<file path="config.mk">
export PLATFORM = sky130hd
export DESIGN_NAME = iib_scan
export DESIGN_NICKNAME = d
export VERILOG_FILES = /design/src/hdl/integral_image_builder_defines.svh /design/src/hdl/iib_pkg.sv /design/src/hdl/iib_scan.sv
export SDC_FILE = /design/constraint.sdc
export NUM_CORES = 1
export LEC_CHECK = 0
export BUFFER_PORTS_ARGS = -buffer_cell sky130_fd_sc_hd__buf_2
export CORE_AREA = 2 2 132 134
export CTS_CLUSTER_DIAMETER = 50
export CTS_CLUSTER_SIZE = 16
export DETAILED_ROUTE_END_ITERATION = 10
export DIE_AREA = 0 0 134 136
export PLACE_DENSITY = 0.52
export SYNTH_ARGS = -nofsm -noshare
export SYNTH_HDL_FRONTEND = slang
export SYNTH_SLANG_ARGS = --single-unit
</file>
<file path="constraint.sdc">
create_clock -name clk -period 6.2 [get_ports clk]
set_input_delay 1.24 -clock clk [delete_from_list [all_inputs] [get_ports clk]]
set_output_delay 1.24 -clock clk [all_outputs]
set_load 0.02 [all_outputs]
</file>
<file path="src/hdl/integral_image_builder_defines.svh">
// Assertion macros used by the integral image builder RTL.
// Included by files that carry concurrent checks; expects clk and arst_n in scope.
`ifndef INTEGRAL_IMAGE_BUILDER_DEFINES_SVH
`define INTEGRAL_IMAGE_BUILDER_DEFINES_SVH

`ifndef SYNTH

// Antecedent in one cycle implies consequent in the next.
`define IIB_ASSERT_NEXT(lbl, ante, cons) \
	lbl: assert property (@(posedge clk) disable iff (!arst_n) (ante) |=> (cons)) \
		else $error("integral image builder: check failed");

// Antecedent implies consequent in the same cycle.
`define IIB_ASSERT_SAME(lbl, ante, cons) \
	lbl: assert property (@(posedge clk) disable iff (!arst_n) (ante) |-> (cons)) \
		else $error("integral image builder: check failed");

`else

`define IIB_ASSERT_NEXT(lbl, ante, cons)
`define IIB_ASSERT_SAME(lbl, ante, cons)

`endif

`endif

</file>
<file path="src/hdl/iib_pkg.sv">
// Shared types, widths and helpers for the integral image builder.
// No dependencies; used by every module of the block.
`timescale 1ns / 1ps

package iib_pkg;

	localparam int MAX_WIDTH  = 1024;
	localparam int MAX_HEIGHT = 1024;

	localparam int DIM_W     = 11;
	localparam int COL_W     = $clog2(MAX_WIDTH);
	localparam int ROW_W     = $clog2(MAX_HEIGHT);
	localparam int PIX_W     = 8;
	localparam int ROW_SUM_W = 18;
	localparam int AREA_W    = 28;
	localparam int CFG_IDX_W = 1;
	localparam int S_TDATA_W = ((PIX_W + 7) / 8) * 8;
	localparam int M_TDATA_W = ((AREA_W + 7) / 8) * 8;

	typedef enum logic [CFG_IDX_W-1:0] {
		REG_IMAGE_WIDTH  = CFG_IDX_W'(0),
		REG_IMAGE_HEIGHT = CFG_IDX_W'(1)
	} cfg_reg_t;

	// Per-pixel information handed from the scan stage to the accumulate stage.
	typedef struct packed {
		logic [COL_W-1:0]     col;
		logic                 above_valid;
		logic [ROW_SUM_W-1:0] row_sum;
		logic                 last;
	} scan_info_t;

	// Zero acts as one; anything beyond the maximum acts as the maximum.
	function automatic logic [DIM_W-1:0] clamp_dim(input logic [DIM_W-1:0] v,
			input logic [DIM_W-1:0] max_v);
		logic [DIM_W-1:0] r;
		if (v == '0) begin
			r = DIM_W'(1);
		end else if (v > max_v) begin
			r = max_v;
		end else begin
			r = v;
		end
		return r;
	endfunction

endpackage

</file>
<file path="src/hdl/iib_scan.sv">
// Raster scan stage: frame geometry registers, column and row counters and
// the running row sum. Depends on iib_pkg.
`timescale 1ns / 1ps

module iib_scan (
	input  logic                           clk,
	input  logic                           arst_n,
	input  logic                           cfg_we,
	input  logic [iib_pkg::CFG_IDX_W-1:0]  cfg_idx,
	input  logic [iib_pkg::DIM_W-1:0]      cfg_value,
	input  logic                           pix_fire,
	input  logic [iib_pkg::PIX_W-1:0]      pixel,
	output iib_pkg::scan_info_t            info
);

	logic [iib_pkg::DIM_W-1:0]     width_q;
	logic [iib_pkg::DIM_W-1:0]     height_q;
	logic [iib_pkg::COL_W-1:0]     col_q;
	logic [iib_pkg::ROW_W-1:0]     row_q;
	logic [iib_pkg::ROW_SUM_W-1:0] row_sum_q;

	logic [iib_pkg::ROW_SUM_W-1:0] row_sum_next;
	logic                          col_last;
	logic                          row_last;

	assign row_sum_next = row_sum_q + iib_pkg::ROW_SUM_W'(pixel);
	assign col_last = (iib_pkg::DIM_W'(col_q) == (width_q - iib_pkg::DIM_W'(1)));
	assign row_last = (iib_pkg::DIM_W'(row_q) == (height_q - iib_pkg::DIM_W'(1)));

	always_comb begin
		info.col         = col_q;
		info.above_valid = (row_q != '0);
		info.row_sum     = row_sum_next;
		info.last        = col_last && row_last;
	end

	always_ff @(posedge clk or negedge arst_n) begin
		if (!arst_n) begin
			width_q   <= iib_pkg::DIM_W'(iib_pkg::MAX_WIDTH);
			height_q  <= iib_pkg::DIM_W'(iib_pkg::MAX_HEIGHT);
			col_q     <= '0;
			row_q     <= '0;
			row_sum_q <= '0;
		end else if (cfg_we) begin
			// Any register write restarts the frame.
			unique case (iib_pkg::cfg_reg_t'(cfg_idx))
				iib_pkg::REG_IMAGE_WIDTH: begin
					width_q <= iib_pkg::clamp_dim(cfg_value,
						iib_pkg::DIM_W'(iib_pkg::MAX_WIDTH));
				end
				iib_pkg::REG_IMAGE_HEIGHT: begin
					height_q <= iib_pkg::clamp_dim(cfg_value,
						iib_pkg::DIM_W'(iib_pkg::MAX_HEIGHT));
				end
				default: begin
				end
			endcase
			col_q     <= '0;
			row_q     <= '0;
			row_sum_q <= '0;
		end else if (pix_fire) begin
			if (col_last) begin
				col_q     <= '0;
				row_sum_q <= '0;
				row_q     <= row_last ? '0 : row_q + iib_pkg::ROW_W'(1);
			end else begin
				col_q     <= col_q + iib_pkg::COL_W'(1);
				row_sum_q <= row_sum_next;
			end
		end
	end

endmodule
</file>
# Yosys cells after proc, flatten, opt, wreduce, memory -nomap -nowiden
# Index checks and enable logic that the tools add are counted.
[classes] multipliers=0 reduce_logical=8 order_cmp=1 n_mux=12 eq_ne=2 bitwise_logic=1 n_shift=0 n_div=0 n_addsub=5
[op_table] cell="$mux W10" count=7
[op_table] cell="$mux W18" count=3
[op_table] cell="$eq A10 B11 Y1" count=2
[op_table] cell="$mux W11" count=2
[op_table] cell="$sub A11 B1 Y11 const B" count=2
[op_table] cell="$add A10 B1 Y10 const B" count=2
[op_table] cell="$add A18 B8 Y18" count=1
[op_table] cell="$gt A11 B11 Y1 const B" count=1
[op_table] cell="$logic_not A11 Y1" count=1
[op_table] cell="$reduce_bool A10 Y1" count=1
[op_table] cell="$reduce_and A2 Y1" count=3
[op_table] cell="$reduce_bool A2 Y1" count=2
[op_table] cell="$logic_and A1 B1 Y1" count=1
[op_table] cell="$not A1 Y1" count=1
[word_totals] ramBits=0 in_bits=24 wordCells=34 memories=0 latch_bits=0 rom_bits=0 reg_bits=60 output_inout_bits=30

# Depth between registers and ports, before layout
# Gate-level depths: netlist (run 1).
[depth] depth_word=6 depth_mapped=11 mapped_depth_nobuf=10

# Worst setup path before layout (run 1)
# No wires, ideal clock.
[synth_path] path_type="input -> output" from="input pixel[0] (netlist name)" to="output info[17] (netlist name)" path_buffers=0 arrival_ns=3.060 required_time_ns=4.960 setup_slack_ns=1.900 cell_stages=9 path_cell_list="ha_1 > inv_1 > fa_1 > nor2b_1 > o2111ai_1 > a31o_2 > nor2_1 > nand3_1 > xnor2_1"
[synth_rtl] element="start: declaration" line="iib_scan.sv:12" source="input logic [iib_pkg::PIX_W-1:0] pixel,"
[synth_rtl] element="end: declaration" line="iib_scan.sv:13" source="output iib_pkg::scan_info_t info"

==> run metrics, run 1 <==
status complete, no violations; Die W 134 um; Worst EP required a little under 5 ns; sequential share of the synthesized area between 30% and 40%; clock skew approximately 0.0056 ns; # fillers 1783; Final GP Congestion 0.834; Reg-to-Reg Start width_q[0]$_DFFE_PN0P_; sequential cell area around 0.0015 mm^2; Post-synth EDFFs 0; fin nets about 540; post-synthesis async set-or-reset flop share 100%; min Tclk post-route 4.72 ns; CTS hold repair buffers 0; Hold WS around 0.5 ns; Core ar. 0.0169 mm^2; DR WL/cell approximately 15 um; Mapped Cells 458; dpl hpwl 7880 um; count of warnings emitted by yosys 0; multi-input logic area 0.00244 mm^2; vias in the first global route 3697; initial antenna violation count 0; Worst Min Path Start row_sum_q[3]$_DFFE_PN0P_; fmax around 210 MHz; Slew HR 43.2%; starting density of the core approximately 24%; IO Count 54; setup TNS 0 ns; worst vdd ir 122 uV; DP Cell Count 717; synth top area cells dfrtp_1 (35%), xnor2_1 (5.9%), o21ai_0 (4.5%); Setup crit start pixel[0]; clk_lat worst skew 0.34 ns; Layout Cells excl Fill 733; Routed Antenna Nets 0; Vias/cell 5.04; Startpoint Class input pin; I/O Buffers 53; Cell Area, Synth 0.00413 mm^2; Cell Area, Placed 0.00459 mm^2; std cell rows 48; final instance area ~0.0049 mm^2; Die Footprint 0.0182 mm^2; Slew Limit Fails 0; most frequent cells in the layout dfrtp_1 (58), buf_2 (53), nand2_1 (39), o21ai_0 (37), xnor2_1 (28); Worst Tran Pin Value 0.849 ns; capturing point of the worst reg2reg path row_q[7]$_DFFE_PN0P_; commonest non-fill, non-tap cell in the layout dfrtp_1; number of buffers created by CTS 9; CP Max Fanout 5; post-CTS setup buffer count 0; global-route wire length before repair 18600 um; area grow syn2layout 18.8%; CTS resizes 0; total track usage 12.8%; Routed WL between 10000 and 15000 um; Synth Area per Inst 9.01 um^2; ratio of cells with drive above 1 in the final layout 17.9%; die height 136 um; drt pass-1 iters 5; H-tree depth 3; RSZ-0062 raised after global routing false; root buffer cell clkbuf_16; worst min path class reg -> reg; crit path to info[15]; top cell type's share of synthesized area 35.2%; R2R setup slack 3.09 ns; CP Capture Type primary output; #FFs+latches synth 60; pre-CTS setup slack around 1.5 ns; syn nets 496; antenna cells 0; clock sink total 60; drt drc 0; Final setup viols 0; Final WS setup 1.48 ns; crit path kind in -> out; Iter 0 DRT Violations between 200 and 250; largest net degree at the start of global routing 61; final hold violations 0; final period utilization 76.1%; Synth area leader dfrtp_1; Power per Cell Area 256 mW/mm^2; vias 3692; Pleak 2.12 nW; Worst Path Arrival 3.48 ns; Synth cell types 65; cell count of the worst reg-to-reg path 8; Max-Cap Viols 0; CTS tree built; GRT overflow 0; clk slew on worst S/H paths 0.05 ns; Top FF cell, synth dfrtp_1; worst-case clock buffer depth 2
==> cell families (layout without fill, tap and decap cells) <==
logic type	Yosys count	in the layout	synth area share (%)
compound gates	108	108	18.0
flops	60	60	36.5
buf+inv	42	92	4.34
xor+xnor	42	42	8.92
simple gates	187	187	26.5
mux	5	5	1.36
fa+ha+maj	14	14	4.43
==> cell usage after synthesis, drive strengths merged, types with 10 or more instances <==
cell type	instances
a31oi	14
nand4b	12
nand3	10
nor4	11
inv	18
a21oi	17
nand2b	14
nor3	15
ha	13
xor2	14
and3	20
clkbuf	15
nor2	23
dfrtp	58
xnor2	28
o21ai	38
nand2	39
==> layout make-up <==
class                   instances  share of cell area, %
inverters                      19                   1.46
multi-input cells             356                   49.8
well taps                     225                   5.74
clock buffers                   9                   4.60
repair buffers                 57                   6.03
clock inverters                 7                   1.66
flip-flops and latches         60                   30.7
==> worst max-delay path, stage by stage <==
cell and delay [ns]:
buf_2 0.08, ha_1 0.18, inv_1 0.06, fa_1 0.41, nor2b_1 0.18, o2111ai_1 0.17
a31o_2 0.28, nor2_1 0.30, and3_1 0.27, xnor2_1 0.13, buf_2 0.18
==> report_power, final <==
group	leakage, nW	switching [mW]	internal [mW]	total, mW
combinational	1.17	0.163	0.113	0.276
clock	0.147	0.208	0.317	0.525
sequential	0.807	0.0365	0.418	0.454
==> per-stage QoR <==
step           util (%)  total power [mW]
4_1_cts            29.0              1.27
5_1_grt            29.0              1.32
3_3_place_gp       27.2             0.731
2_1_floorplan         -             0.656
6_report           29.0              1.26
3_5_place_dp       27.2             0.737
==> metal layers <==
metal,vias up,track usage [%],wire length [um]
li1,1787,-,-
met5,-,0,0
met4,0,6.38,264
met1,1804,16.7,5230
met3,20,2.87,432
met2,81,20.1,5230
==> sequential cells by signal (all words and copies together), names as in the netlist <==
| signal | flops |
|---|---|
| col_q | 10 |
| height_q | 11 |
| row_q | 10 |
| row_sum_q | 18 |
| width_q | 11 |
==> worst min-delay path by stage <==
stage                               endpoint  slack [ns]  cells past startpoint
floorplan           row_sum_q[0]$_DFFE_PN0P_        0.47                      1
global placement    row_sum_q[0]$_DFFE_PN0P_        0.48                      1
detailed placement  row_sum_q[7]$_DFFE_PN0P_        0.49                      1
CTS                 row_sum_q[7]$_DFFE_PN0P_        0.51                      1
global route        row_sum_q[0]$_DFFE_PN0P_        0.52                      1
finish              row_sum_q[3]$_DFFE_PN0P_        0.51                      1
Note: power is estimated with default switching activity, not from simulation.
==> inputs of run 2 (changes only) <==
--- a/config.mk
+++ b/config.mk
@@ -11,7 +11,7 @@
 export CTS_CLUSTER_SIZE = 16
 export DETAILED_ROUTE_END_ITERATION = 10
 export DIE_AREA = 0 0 134 136
-export PLACE_DENSITY = 0.52
+export PLACE_DENSITY = 0.53
 export SYNTH_ARGS = -nofsm -noshare
 export SYNTH_HDL_FRONTEND = slang
 export SYNTH_SLANG_ARGS = --single-unit
==> constraint.sdc (replaced) <==
create_clock -name clk -period 4.1 [get_ports clk]
set_input_delay 0.82 -clock clk [delete_from_list [all_inputs] [get_ports clk]]
set_output_delay 0.82 -clock clk [all_outputs]
set_load 0.02 [all_outputs]
==> run metrics, run 2 (same netlist as run 1, synthesis figures left out) <==
worst vdd ir 196 uV (+61%); Die W 134 um (unchanged); worst-case clock buffer depth 2 (unchanged); Max-Cap Viols 0 (unchanged); Core ar. 0.0169 mm^2 (unchanged); final hold violations 0 (unchanged); number of buffers created by CTS 9 (unchanged); fin nets 542 (+0.18%); starting density of the core 24.4% (unchanged); I/O Buffers 53 (unchanged); min Tclk post-route 3.87 ns; vias in the first global route 3666 (-0.84%); status complete, no violations; antenna cells 0 (unchanged); worst min path class reg -> reg; setup TNS 0 ns (unchanged); Hold WS 0.495 ns (-0.0122 ns); fmax 258 MHz; Routed WL 11100 um (-0.69%); largest net degree at the start of global routing 36 (-41%); GRT overflow 0 (unchanged); Largest register FFs 18 (unchanged); clock skew 0.00988 ns (+0.00426 ns); H-tree depth 3 (unchanged); vias 3642 (-1.4%); Power per Cell Area 383 mW/mm^2 (+50%); CTS tree built; post-CTS setup buffer count 0 (unchanged); die height 136 um (unchanged); ratio of cells with drive above 1 in the final layout 17.9% (-0.035 points); Worst Tran Pin Value 0.943 ns (+0.0944 ns); initial antenna violation count 0 (unchanged); IO Count 54 (unchanged); Final GP Congestion 0.841 (+0.92%); biggest regs row_sum_q x18, height_q x11, width_q x11; Final WS setup 0.229 ns (-1.25 ns); CTS hold repair buffers 0 (unchanged); Routed Antenna Nets 0 (unchanged); clock sink total 60 (unchanged); CP Max Fanout 5 (unchanged); area grow syn2layout 18.9%; pre-CTS setup slack 0.255 ns (-1.23 ns); CTS resizes 0 (unchanged); drt pass-1 iters 4 (-1); DR WL/cell 15.1 um (-0.83%); cell count of the worst reg-to-reg path 9 (+1); CP Capture Type primary output; final period utilization 94.4%; Slew HR 36.9% (-6.3 points); clk_lat worst skew 0.34 ns (about the same); Iter 0 DRT Violations 178 (-27%); most frequent cells in the layout dfrtp_1 (58), buf_2 (53), nand2_1 (39), o21ai_0 (37), xnor2_1 (28); Final setup viols 0 (unchanged); total track usage 12.9% (+0.042 points); drt drc 0 (unchanged); RSZ-0062 raised after global routing false; clk slew on worst S/H paths 0.05 ns (about the same); Worst Path Arrival 3.05 ns (-0.43 ns); Die Footprint 0.0182 mm^2 (unchanged); Vias/cell 4.96 (-1.5%); dpl hpwl 8040 um (+2.1%); Slew Limit Fails 0 (unchanged); std cell rows 48 (unchanged); commonest non-fill, non-tap cell in the layout dfrtp_1; worst hold stages 1 (unchanged); Startpoint Class input pin; Pleak 2.12 nW (-0.23%); crit path kind in -> out; global-route wire length before repair 18700 um (+0.34%); Biggest register row_sum_q; Worst EP required 3.28 ns (-1.68 ns); root buffer cell clkbuf_16
## run 2: cell types whose count changed in the layout (fill, tap and decap cells not counted), sizes merged
cell / before / now
buf: 57 / 58
clkinvlp: 1 / 3
inv: 22 / 18
clkbuf: 9 / 11
## run 2: final timing paths
check / endpoint / start / slack [ns]
setup / recovery: info[15] / pixel[0] / 0.23
hold / removal: row_sum_q[3]$_DFFE_PN0P_ / row_sum_q[3]$_DFFE_PN0P_ / 0.50
setup reg to reg: row_q[2]$_DFFE_PN0P_ / width_q[0]$_DFFE_PN0P_ / 0.97
hold reg to reg: row_sum_q[3]$_DFFE_PN0P_ / row_sum_q[3]$_DFFE_PN0P_ / 0.50
max in group asynchronous: height_q[10]$_DFFE_PN1P_ / arst_n / 2.61
min in group asynchronous: col_q[7]$_DFFE_PN0P_ / arst_n / 0.59
## run 2: final cells by class
| class | count | area, um^2 |
|---|---|---|
| fillers | 1825 | 12000 |
| multi-input cells | 356 | 2440 |
| flip-flops and latches | 60 | 1500 |
| repair buffers | 58 | 303 |
| well taps | 225 | 282 |
| clock buffers | 11 | 243 |
| inverters | 19 | 71.3 |
| clock inverters | 5 | 61.3 |
## run 2: layer usage
metal  vias up  share of wire, %  GRT usage, %
met2        63                47          21.8
li1       1785                 -             -
met1      1782                47          16.2
met5         -                 0             0
met3        12               3.4          2.31
met4         0               1.8          5.32
## run 2: worst max-delay path, cell delays in order
cell and delay [ns]:
buf_2 0.08, ha_1 0.18, inv_1 0.06, fa_1 0.41, nor2b_1 0.19, o2111ai_1 0.17
a31o_2 0.28, nor2_1 0.28, and3_1 0.27, xnor2_1 0.13, buf_2 0.18
## run 2: where the power goes
group | internal [mW] | switching [mW]
combinational | 0.170 | 0.245
clock | 0.488 | 0.290
sequential | 0.632 | 0.0537
total | 1.29 | 0.589
## run 2: metrics by stage
stage | cell area, um^2 | std cells | util, % | power (mW)
3_3_place_gp | 4600 | 718 | 27.3 | 1.10
4_1_cts | 4910 | 734 | 29.1 | 1.90
2_1_floorplan | 4130 | 458 | - | 0.991
5_1_grt | 4910 | 734 | 29.1 | 1.98
3_5_place_dp | 4600 | 718 | 27.3 | 1.11
6_report | 4910 | 734 | 29.1 | 1.88
==> inputs of run 3 (changes only) <==
--- a/config.mk
+++ b/config.mk
@@ -11,6 +11,7 @@
 export CTS_CLUSTER_SIZE = 16
 export DETAILED_ROUTE_END_ITERATION = 10
 export DIE_AREA = 0 0 134 136
+export GPL_TIMING_DRIVEN = 0
 export PLACE_DENSITY = 0.53
 export SYNTH_ARGS = -nofsm -noshare
 export SYNTH_HDL_FRONTEND = slang
==> run metrics, run 3 (same netlist as run 1, synthesis figures left out) <==
biggest regs row_sum_q x18, height_q x11, width_q x11; Max-Cap Viols 0 (unchanged); RSZ-0062 raised after global routing false; clk slew on worst S/H paths 0.05 ns (about the same); area grow syn2layout 21.8%; min Tclk post-route 3.90 ns (+0.0240 ns); CP max-delay cell fa_1; Cell Area, Placed 0.00466 mm^2 (+1.3%); DR WL/cell 15.2 um (+1.0%); Power per Cell Area 396 mW/mm^2 (+3.5%); Worst Path Arrival 3.08 ns (+0.03 ns); final instance area 0.00502 mm^2 (+2.4%); H-tree depth 3 (unchanged); Slew HR 46.6% (+9.7 points); Core ar. 0.0169 mm^2 (unchanged); most frequent cells in the layout dfrtp_1 (57), buf_2 (54), nand2_1 (39), o21ai_0 (37), xnor2_1 (28); Power Total 1.99 mW (+6.0%); clk_lat worst skew 0.33 ns (about the same); combinational power share 21.4% (-0.7 points); Die W 134 um (unchanged); vias in the first global route 3712 (+1.3%); global-route wire length before repair 19000 um (+1.5%); Largest register FFs 18 (unchanged); CP Capture Type primary output; final period utilization 95.0% (+0.59 points); clock skew 0.00722 ns (-0.00267 ns); antenna cells 0 (unchanged); GRT overflow 0 (unchanged); Pint 1.40 mW (+8.4%); Final Util 29.8% (+0.70 points); commonest non-fill, non-tap cell in the layout dfrtp_1; drt pass-1 iters 4 (unchanged); fmax 257 MHz (-0.62%); fin nets 557 (+2.8%); # fillers 1768 (-3.1%); Routed Antenna Nets 0 (unchanged); initial antenna violation count 0 (unchanged); Vias/cell 4.97 (+0.18%); root buffer cell clkbuf_16; Net Sw Frac 29.8% (-1.6 points); setup TNS 0 ns (unchanged); Iter 0 DRT Violations 192 (+7.9%); CP Max Fanout 5 (unchanged); Most common cell on crit path buf_2; vias 3723 (+2.2%); Worst Tran Pin Value 0.800 ns (-0.143 ns); ratio of cells with drive above 1 in the final layout 18.5% (+0.63 points); critical path's largest stage delay 0.41 ns (about the same); worst min path class reg -> reg; number of buffers created by CTS 9 (unchanged); Worst EP required 3.28 ns (about the same); starting density of the core 24.4% (unchanged); Startpoint Class input pin; share of power burned in registers 34.4% (-2.1 points); critical path cell sequence buf_2 > ha_1 > inv_1 > fa_1 > nor2b_1 > o2111ai_1 > a31o_2 > nor2_2 > and3_1 > xnor2_1 > buf_2; crit path kind in -> out; Slew Limit Fails 0 (unchanged); Die Footprint 0.0182 mm^2 (unchanged); status complete, no violations; final hold violations 0 (unchanged); Biggest register row_sum_q; Pleak 2.17 nW (+2.2%); largest net degree at the start of global routing 61 (+69%); die height 136 um (unchanged); dpl hpwl 8430 um (+4.8%); IO Count 54 (unchanged); CTS hold repair buffers 0 (unchanged); drt drc 0 (unchanged); sw power 593 uW (+0.68%); Final setup viols 0 (unchanged); total track usage 13.0% (+0.12 points); Final GP Congestion 0.814 (-3.3%); clock sink total 60 (unchanged); worst-case clock buffer depth 2 (unchanged); std cell rows 48 (unchanged); worst vdd ir 165 uV (-16%); Clock power frac 44.2% (+2.8 points); R2R setup slack 1.24 ns (+0.27 ns); Routed WL 11400 um (+3.1%); I/O Buffers 51 (-3.8%); CTS tree built
run 3: cell types whose count changed in the layout (fill, tap and decap cells not counted), sizes merged:
| cell | previous run | this run |
|---|---|---|
| clkinv | 2 | 3 |
| clkinvlp | 3 | 2 |
| buf | 58 | 59 |
| clkbuf | 11 | 23 |
| bufinv | 1 | 3 |
run 3: final timing paths:
path                            cells after the start                  endpoint                     start
worst min-delay path                                1  row_sum_q[3]$_DFFE_PN0P_  row_sum_q[3]$_DFFE_PN0P_
worst min register to register                      1  row_sum_q[3]$_DFFE_PN0P_  row_sum_q[3]$_DFFE_PN0P_
min in group asynchronous                           1  row_sum_q[0]$_DFFE_PN0P_                    arst_n
worst max-delay path                               11                  info[13]                  pixel[0]
max in group asynchronous                           1    width_q[0]$_DFFE_PN0P_                    arst_n
worst max register to register                     10  row_sum_q[7]$_DFFE_PN0P_    width_q[0]$_DFFE_PN0P_
run 3: stage by stage:
step                      hold slack, ns  std cells  worst slack (ns)
after CTS                          0.499        750             0.109
after detailed placement           0.487        734             0.161
final                              0.497        749             0.205
after global routing               0.504        749            0.0178
after floorplan                    0.470        458             0.640
after global placement             0.485        734             0.209
run 3: cell type report:
class                           instances  area, um^2  area share (%)
Buffer                                 22         104            2.07
Clock buffer                            9         225            4.48
Clock inverter                          7         115            2.29
Inverter                               19        71.3            1.42
Multi-Input combinational cell        356        2460            49.0
Sequential cell                        60        1510            30.0
Tap cell                              225         282            5.60
Timing Repair Buffer                   51         260            5.18
run 3: power by group through the flow:
stage	logic, mW	registers (mW)	clock network, mW
after floorplan	0.313	0.678	0
after global placement	0.415	0.689	0
after detailed placement	0.425	0.692	0
after CTS	0.427	0.681	0.896
after global routing	0.472	0.693	0.923
final	0.426	0.685	0.880
run 3: repair_timing:
item                       in CTS  in global routing
setup buffers                   0                  0
setup endpoints to repair       0                  2
resized for setup               0                  6
run 3: layer usage:
metal  track usage (%)  up-vias  wire (um)
li1                  -     1816          -
met1              17.3     1836       5610
met2              21.1       59       5370
met3              2.13       12        268
met4              5.08        0        166
met5                 0        -          0
run 3: critical path: cells and delay by family:
family | cells | cell delay, ns
AOI/OAI and AO/OA | 2 | 0.45
adders and majority gates | 2 | 0.59
and+or+nand+nor | 3 | 0.66
buffers and inverters | 3 | 0.36
xor gates and xnor gates | 1 | 0.18
